`config.mk`:
```
export PLATFORM = sky130hd
export DESIGN_NAME = line_substring_filter
export DESIGN_NICKNAME = d
export VERILOG_FILES = /design/src/hdl/lsf_pkg.sv /design/src/hdl/lsf_cell.sv /design/src/hdl/lsf_result_queue.sv /design/src/hdl/line_substring_filter.sv
export VERILOG_INCLUDE_DIRS = /design/src /design/src/hdl
export SDC_FILE = /design/constraint.sdc
export NUM_CORES = 1
export LEC_CHECK = 0
export ABC_AREA = 1
export BUFFER_PORTS_ARGS = -buffer_cell sky130_fd_sc_hd__buf_4
export CAP_MARGIN = 5
export CORE_ASPECT_RATIO = 1.1
export CORE_UTILIZATION = 55
export DETAILED_ROUTE_END_ITERATION = 7
export PLACE_DENSITY_LB_ADDON = 0.12
export SLEW_MARGIN = 25
export SYNTH_ARGS = -nofsm -noshare
export SYNTH_HDL_FRONTEND = slang
export SYNTH_SLANG_ARGS = --single-unit
```
`constraint.sdc`:
```
create_clock -name clk -period 2.7 [get_ports clk]
set_clock_uncertainty 0.1 [all_clocks]
set_input_delay 0.54 -clock clk [delete_from_list [all_inputs] [get_ports clk]]
set_output_delay 0.54 -clock clk [all_outputs]
set_load 0.05 [all_outputs]
```
`src/hdl/line_substring_filter_assert.svh`:
```
// Assertion macros for the line substring filter.
`ifndef LINE_SUBSTRING_FILTER_ASSERT_SVH
`define LINE_SUBSTRING_FILTER_ASSERT_SVH
`ifndef NO_ASSERTIONS
`define LSF_ASSERT_NOW(label, ante, cons) \
	label: assert property (@(posedge clk) disable iff (!arst_n) (ante) |-> (cons)) \
		else $error("line_substring_filter check failed");
`define LSF_ASSERT_NEXT(label, ante, cons) \
	label: assert property (@(posedge clk) disable iff (!arst_n) (ante) |=> (cons)) \
		else $error("line_substring_filter check failed");
`else
`define LSF_ASSERT_NOW(label, ante, cons)
`define LSF_ASSERT_NEXT(label, ante, cons)
`endif
`endif

```
`src/hdl/lsf_pkg.sv`:
```
package lsf_pkg;

	localparam logic OP_BYTE = 1'b0;
	localparam logic OP_END  = 1'b1;

	localparam logic KIND_REPORT  = 1'b0;
	localparam logic KIND_SUMMARY = 1'b1;

	localparam logic [7:0] NEWLINE_BYTE = 8'h0A;
	localparam logic [31:0] COUNT_MAX = 32'hFFFF_FFFF;

	localparam logic [2:0] REG_PATTERN_LENGTH      = 3'd0;
	localparam logic [2:0] REG_PATTERN_FIRST_EIGHT = 3'd1;
	localparam logic [2:0] REG_PATTERN_LAST_EIGHT  = 3'd2;
	localparam logic [2:0] REG_INVERT_MATCH        = 3'd3;
	localparam logic [2:0] REG_TALLY_ONLY          = 3'd4;

	localparam int QUEUE_DEPTH = 4;
	localparam int QPTR_W = 2;
	localparam int QCNT_W = 3;

	typedef struct packed {
		logic op;
		logic [7:0] text_byte;
	} lsf_in_t;

	typedef struct packed {
		logic result_kind;
		logic [31:0] line_number;
		logic [31:0] selected_total;
		logic none_selected;
		logic last_of_run;
	} lsf_out_t;

	typedef struct packed {
		logic first;
		logic second;
	} lsf_push_t;

endpackage

```
`src/hdl/lsf_cell.sv`:
```
module lsf_cell #(
	parameter int IDX = 0,
	parameter int LENW = 5
) (
	input  logic clk,
	input  logic arst_n,
	input  logic shift,
	input  logic clear,
	input  logic [7:0] text_byte,
	input  logic [7:0] pattern_byte,
	input  logic prev_match,
	input  logic [LENW-1:0] eff_len,
	output logic match,
	output logic hit
);

	logic match_q;
	logic match_next;

	assign match_next = prev_match & (text_byte == pattern_byte);
	assign hit = match_next & (eff_len == LENW'(IDX + 1));
	assign match = match_q;

	always_ff @(posedge clk or negedge arst_n) begin
		if (!arst_n) begin
			match_q <= 1'b0;
		end else if (clear) begin
			match_q <= 1'b0;
		end else if (shift) begin
			match_q <= match_next;
		end
	end

endmodule

```
`src/hdl/lsf_result_queue.sv`:
```
module lsf_result_queue import lsf_pkg::*; (
	input  logic clk,
	input  logic arst_n,
	input  lsf_push_t push,
	input  lsf_out_t res_first,
	input  lsf_out_t res_second,
	output logic room,
	output logic out_valid,
	input  logic out_stall,
	output lsf_out_t out_item
);

	lsf_out_t mem_q [QUEUE_DEPTH];
	logic [QPTR_W-1:0] wr_q;
	logic [QPTR_W-1:0] rd_q;
	logic [QCNT_W-1:0] count_q;
	logic pop;

	assign out_valid = (count_q != '0);
	assign out_item = mem_q[rd_q];
	assign pop = out_valid & ~out_stall;
	assign room = (count_q <= QCNT_W'(QUEUE_DEPTH - 2));

	always_ff @(posedge clk) begin
		if (push.first) begin
			mem_q[wr_q] <= res_first;
		end
		if (push.second) begin
			mem_q[wr_q + QPTR_W'(1)] <= res_second;
		end
	end

	always_ff @(posedge clk or negedge arst_n) begin
		if (!arst_n) begin
			wr_q <= '0;
			rd_q <= '0;
			count_q <= '0;
		end else begin
			wr_q <= wr_q + QPTR_W'(push.first) + QPTR_W'(push.second);
			rd_q <= rd_q + QPTR_W'(pop);
			count_q <= count_q + QCNT_W'(push.first) + QCNT_W'(push.second) - QCNT_W'(pop);
		end
	end

endmodule

```
`src/hdl/line_substring_filter.sv`:
```
// Channel   Handshake              Payload
// in        in_valid / in_stall    in_item    (op, text_byte)
// out       out_valid / out_stall  out_item   (report or summary)
// cfg       cfg_valid / cfg_ready  cfg_index, cfg_data
//
// One input item per cycle while in_stall is low; the row of match cells advances on every nonzero searchable byte.
// Results enter a four-entry queue in the accepting cycle and are registered there before they show on out.
// in_stall rises while fewer than two queue slots are free (end of stream may give two).
// Reset clears configuration, line state, counters and queue; no clearing pass.
// cfg_ready is always high; write registers only while idle.
`include "line_substring_filter_assert.svh"

module line_substring_filter import lsf_pkg::*; #(
	parameter int PATTERN_MAX = 16
) (
	input  logic clk,
	input  logic arst_n,
	input  logic in_valid,
	output logic in_stall,
	input  lsf_in_t in_item,
	output logic out_valid,
	input  logic out_stall,
	output lsf_out_t out_item,
	input  logic cfg_valid,
	output logic cfg_ready,
	input  logic [2:0] cfg_index,
	input  logic [63:0] cfg_data
);

	localparam int LENW = $clog2(PATTERN_MAX + 1);

	logic [4:0] pattern_length_q;
	logic [63:0] pattern_first_q;
	logic [63:0] pattern_last_q;
	logic invert_q;
	logic tally_only_q;

	logic open_q;
	logic found_q;
	logic zero_q;
	logic [31:0] line_q;
	logic [31:0] sel_q;

	logic [LENW-1:0] eff_len;
	logic [7:0] pat_row [PATTERN_MAX];
	logic [PATTERN_MAX-1:0] match_row;
	logic [PATTERN_MAX-1:0] hit_row;

	logic room;
	logic accepted;
	logic is_byte;
	logic is_nl;
	logic is_end;
	logic searchable;
	logic shift;
	logic clear;
	logic judge;
	logic selected;
	logic report;
	logic [31:0] line_inc;
	logic [31:0] sel_inc;
	logic [31:0] sel_after;
	lsf_out_t report_item;
	lsf_out_t summary_item;
	lsf_push_t push;

	assign cfg_ready = 1'b1;

	always_ff @(posedge clk or negedge arst_n) begin
		if (!arst_n) begin
			pattern_length_q <= '0;
			pattern_first_q <= '0;
			pattern_last_q <= '0;
			invert_q <= 1'b0;
			tally_only_q <= 1'b0;
		end else if (cfg_valid && cfg_ready) begin
			unique case (cfg_index)
				REG_PATTERN_LENGTH: pattern_length_q <= cfg_data[4:0];
				REG_PATTERN_FIRST_EIGHT: pattern_first_q <= cfg_data;
				REG_PATTERN_LAST_EIGHT: pattern_last_q <= cfg_data;
				REG_INVERT_MATCH: invert_q <= cfg_data[0];
				REG_TALLY_ONLY: tally_only_q <= cfg_data[0];
				default: ;
			endcase
		end
	end

	always_comb begin
		if (32'(pattern_length_q) > 32'(PATTERN_MAX)) begin
			eff_len = LENW'(PATTERN_MAX);
		end else begin
			eff_len = LENW'(pattern_length_q);
		end
	end

	assign in_stall = ~room;
	assign accepted = in_valid & ~in_stall;
	assign is_byte = (in_item.op == OP_BYTE);
	assign is_end = (in_item.op == OP_END);
	assign is_nl = is_byte & (in_item.text_byte == NEWLINE_BYTE);
	assign searchable = is_byte & ~is_nl & ~zero_q;
	assign shift = accepted & searchable & (in_item.text_byte != 8'd0);
	assign clear = accepted & (is_nl | is_end);

	for (genvar k = 0; k < PATTERN_MAX; k++) begin : g_cell
		logic prev_match;
		if (k < 8) begin : g_first
			assign pat_row[k] = pattern_first_q[8*k +: 8];
		end else if (k < 16) begin : g_last
			assign pat_row[k] = pattern_last_q[8*(k-8) +: 8];
		end else begin : g_none
			assign pat_row[k] = 8'd0;
		end
		if (k == 0) begin : g_head
			assign prev_match = 1'b1;
		end else begin : g_link
			assign prev_match = match_row[k-1];
		end
		lsf_cell #(
			.IDX(k),
			.LENW(LENW)
		) u_cell (
			.clk(clk),
			.arst_n(arst_n),
			.shift(shift),
			.clear(clear),
			.text_byte(in_item.text_byte),
			.pattern_byte(pat_row[k]),
			.prev_match(prev_match),
			.eff_len(eff_len),
			.match(match_row[k]),
			.hit(hit_row[k])
		);
	end

	assign judge = accepted & (is_nl | (is_end & open_q));
	assign selected = ((eff_len == '0) | found_q) ^ invert_q;
	assign report = judge & selected & ~tally_only_q;
	assign line_inc = (line_q == COUNT_MAX) ? line_q : line_q + 32'd1;
	assign sel_inc = (selected && sel_q != COUNT_MAX) ? sel_q + 32'd1 : sel_q;
	assign sel_after = judge ? sel_inc : sel_q;

	always_comb begin
		report_item.result_kind = KIND_REPORT;
		report_item.line_number = line_inc;
		report_item.selected_total = sel_inc;
		report_item.none_selected = 1'b0;
		report_item.last_of_run = is_nl;
		summary_item.result_kind = KIND_SUMMARY;
		summary_item.line_number = 32'd0;
		summary_item.selected_total = sel_after;
		summary_item.none_selected = (sel_after == 32'd0);
		summary_item.last_of_run = 1'b1;
	end

	assign push.first = report | (accepted & is_end);
	assign push.second = report & is_end;

	always_ff @(posedge clk or negedge arst_n) begin
		if (!arst_n) begin
			open_q <= 1'b0;
			found_q <= 1'b0;
			zero_q <= 1'b0;
			line_q <= '0;
			sel_q <= '0;
		end else if (accepted) begin
			if (is_end) begin
				open_q <= 1'b0;
				found_q <= 1'b0;
				zero_q <= 1'b0;
				line_q <= '0;
				sel_q <= '0;
			end else if (is_nl) begin
				open_q <= 1'b0;
				found_q <= 1'b0;
				zero_q <= 1'b0;
				line_q <= line_inc;
				sel_q <= sel_inc;
			end else begin
				open_q <= 1'b1;
				if (searchable && in_item.text_byte == 8'd0) begin
					zero_q <= 1'b1;
				end
				if (shift && (hit_row != '0)) begin
					found_q <= 1'b1;
				end
			end
		end
	end

	lsf_result_queue u_queue (
		.clk(clk),
		.arst_n(arst_n),
		.push(push),
		.res_first(report ? report_item : summary_item),
		.res_second(summary_item),
		.room(room),
		.out_valid(out_valid),
		.out_stall(out_stall),
		.out_item(out_item)
	);

	`LSF_ASSERT_NOW(a_sel_within_lines, 1'b1, sel_q <= line_q)
	`LSF_ASSERT_NEXT(a_end_clears_counts, accepted && is_end, line_q == '0 && sel_q == '0)
	`LSF_ASSERT_NEXT(a_newline_closes_line, accepted && is_nl, !open_q && !found_q && !zero_q)

endmodule
```
==> impl_metrics.yaml <==
routing:
  wire_per_inst_um: 18.7
  wl_um: 75300
  antenna_left: 0
  drc: 0
  drtPass1Iterations: 5
  drt-initial-drc-count: 2061
  num_vias: 22900
  viasPerCell: 5.70
pwr:
  p_comb_frac: 0.453
  p_sw_frac: 0.422
  p_seq_frac: 0.318
  switchingPower_w: 0.0133
  power_density_nw_per_um2: 1050
  power_leakage_nw: 13.4
  internal_power_w: 0.0182
  finalPower_w: 0.0315
  irDropWorstVdd_mv: 0.754
  power.share.clock: 0.229
synth:
  ys_types: 47
  yosys_warnings: 0
  synth-seq-cells: 492
  syn_inst: 3147
  synthTopCellsByArea: "dfrtp_1 23%, edfxtp_1 16%, nand2_1 13%"
  yosysTopAreaCell: "dfrtp_1"
  yosysTopAreaCellShare: 0.230
  synth_async_sr_flop_share: 0.455
  syn_area_um2: 24300
  yosysSeqAreaShare: 0.505
  syn_avg_cell_area_um2: 7.73
  synth.most_common_cell: "nand2_1"
  synth.top_cells.by_count: "848 x nand2_1, 439 x o21ai_0, 304 x nor2_1"
  syn-num-nets: 3236
  ys.flop_type: "dfrtp_1"
  synth-edff-count: 132
floorplan:
  die_x_um: 203
  die-area_um2: 45100
  die_height_um: 223
  core_area_um2: 43500
  num_rows: 80
  floorplan.initialDensity: 0.559
  ios: 151
critical_path:
  path_buf_inv: 2
  slowest_stage: "dfrtp_2"
  crit_fanout: 4
  worstPathArrival_ps: 3090
  worst_setup_path_start_kind: "flop"
  cp-end-kind: "flop"
  r2r_cells: 13
  path_cells: "inv_2, o21ai_2, nand2_2, nand2_2, nand2_2, nand2_4, nor3_4, a21oi_2, ha_1, inv_2, fa_2, fa_2, xnor2_2"
  critPathMaxStageDelay_ps: 450
  cp.depth: 13
  cpMostUsedCell: "nand2_2"
  cp.required_ps: 3080
  critPathKind: "reg -> reg"
  cp_top_family: "adder cells"
worst_hold_path:
  hp-class: "in -> reg"
  hold_depth: 3
global_route:
  grt_pass1_wl_um: 116000
  grt_use_total: 0.324
  grt_start_max_net_pins: 57
  antenna_found_initial: 3
  gr-total-overflow: 0
  grt_pass1_vias: 21700
sta:
  finalSetupTns_ps: -10.9
  setup_viol: 1
  hold_viol_final: 0
  finalCriticalPeriod_ps: 2710
  fin_ws_ps: -10.9
  rsz0062_at_grt: "yes"
  final.period_utilization: 1.00
  clock.fmax_mhz: 369
  hold_ws_ps: 118
  worst_slew_pin_slew_ps: 609
  slew_viol_final: 0
  slew_headroom: 0.591
clock_tree:
  clk_pin_slew_worst_paths_ps: 60
  numCtsBuffers: 50
  h-tree-depth: 2
  worstSkewPairLatency_ps: 590
  cts_tree: "yes"
  clockBufferDepth: 3
  clock_sinks: 492
  clockRootBuffer: "clkbuf_16"
run_status:
  failed_checks: "setup timing"
  status: "complete, but fails checks"
cells_and_area:
  area_growth_pct: 22.9
  fin_nets: 3488
  nFillCells: 3554
  layout-drive-gt1-share: 0.168
placed_design:
  numPortBuffers: 149
  dp_hpwl_um: 48300
  gp_congestion: 0.931
flow_run:
  cap_violations: 0
-- registers in the layout, indices dropped and copies added (netlist names), 2 cells and up --
register	flops
g_cell.u_cell.match	15
line_q	32
pattern_first_q	64
pattern_last_q	64
pattern_length_q	5
sel_q	32
u_queue.count_q	3
u_queue.mem_q	268
u_queue.rd_q	2
u_queue.wr_q	2
-- cell type report --
class | instances | area, um2 | share of cell area
timing repair buffer | 372 | 3510 | 0.117
multi-input combinational | 2188 | 10500 | 0.353
clock buffer | 73 | 1450 | 0.0485
sequential | 492 | 12300 | 0.411
tap | 574 | 718 | 0.0240
antenna | 1 | 2.50 | 0.0000837
inverter | 295 | 1140 | 0.0380
clock inverter | 19 | 234 | 0.00783
-- power by group through the flow --
stage / sequential, W / clock (W) / combinational (W)
3_3_place_gp: 0.0100 / 0 / 0.0123
3_5_place_dp: 0.0101 / 0 / 0.0126
4_1_cts: 0.00997 / 0.00725 / 0.0132
2_1_floorplan: 0.00984 / 0 / 0.00819
6_report: 0.0100 / 0.00720 / 0.0142
5_1_grt: 0.0102 / 0.00755 / 0.0151
-- metrics by stage --
step | util | std cells | setup slack [ps] | instance area [um2]
finish | 0.686 | 4014 | -10.9 | 29900
global route | 0.686 | 4014 | -69.2 | 29900
CTS | 0.671 | 3976 | -41.2 | 29200
detailed placement | 0.625 | 3877 | -318 | 27200
global placement | 0.625 | 3877 | -305 | 27200
floorplan | - | 3147 | -176 | 24400
-- cell families (layout without fill, tap and decap cells) --
group | count (synthesis) | after routing | share of synthesized area
compound gates | 695 | 695 | 0.149
xor+xnor | 81 | 81 | 0.0292
fa+ha+maj | 8 | 8 | 0.00504
buf+inv | 467 | 759 | 0.0745
flops | 492 | 492 | 0.505
mux | 1 | 1 | 0.000411
other cells | 1 | 2 | 0.000154
simple gates | 1402 | 1402 | 0.236
-- cell usage in the layout, fill, tap and decap left out, drive strengths merged, types with 2 or more instances in the layout --
cell	Yosys	layout
a32o	2	2
nand2	851	851
ha	5	5
clkbuf	134	81
nand3	135	135
dfrtp	224	224
o22ai	84	84
clkinv	1	11
or2	27	27
o2111ai	3	3
xor2	59	59
nand4	40	40
buf	38	362
bufinv	0	5
fa	3	3
a22o	2	2
clkinvlp	0	4
a21boi	3	3
nor2	308	308
dfxtp	136	136
o211ai	3	3
edfxtp	132	132
xnor2	22	22
nor3	23	23
nor4	6	6
o21ai	477	477
nand3b	8	8
a21oi	119	119
inv	294	294
-- worst paths after layout --
| check | to | slack [ps] | start |
|---|---|---|---|
| worst max-delay path | u_queue.count_q[2] | -10 | pattern_length_q[4] |
| worst min-delay path | pattern_first_q[56] | 120 | cfg_data[56] |
| worst max register to register | u_queue.count_q[2] | -10 | pattern_length_q[4] |
| worst min register to register | u_queue.mem_q[0][42] | 350 | u_queue.mem_q[0][42] |
| max in group asynchronous | u_queue.rd_q[1] | 1420 | arst_n |
| min in group asynchronous | zero_q | 390 | arst_n |
-- tightest hold or removal path, delay by kind of cell --
family	cells	cell delay, ps
buffers and inverters	2	160
AO/OA/AOI/OAI	1	70
-- repair_timing --
action,4_1_cts,5_1_grt
hold endpoints to repair,50,0
buffers inserted,2,29
setup endpoints to repair,39,276
hold buffers,1,0
pin swaps,5,37
cloned,4,8
resized for setup,32,89
-- routing by layer --
layer | global-route usage | up-vias | share of wire | routed length, um
met4 | 0.105 | 2 | 0.029 | 2160
met1 | 0.443 | 10900 | 0.41 | 30800
met3 | 0.0490 | 139 | 0.081 | 6130
met5 | 0 | - | 0.00017 | 13
met2 | 0.529 | 1069 | 0.48 | 36100
li1 | - | 10800 | - | -
(Power assumes the default switching activity.)
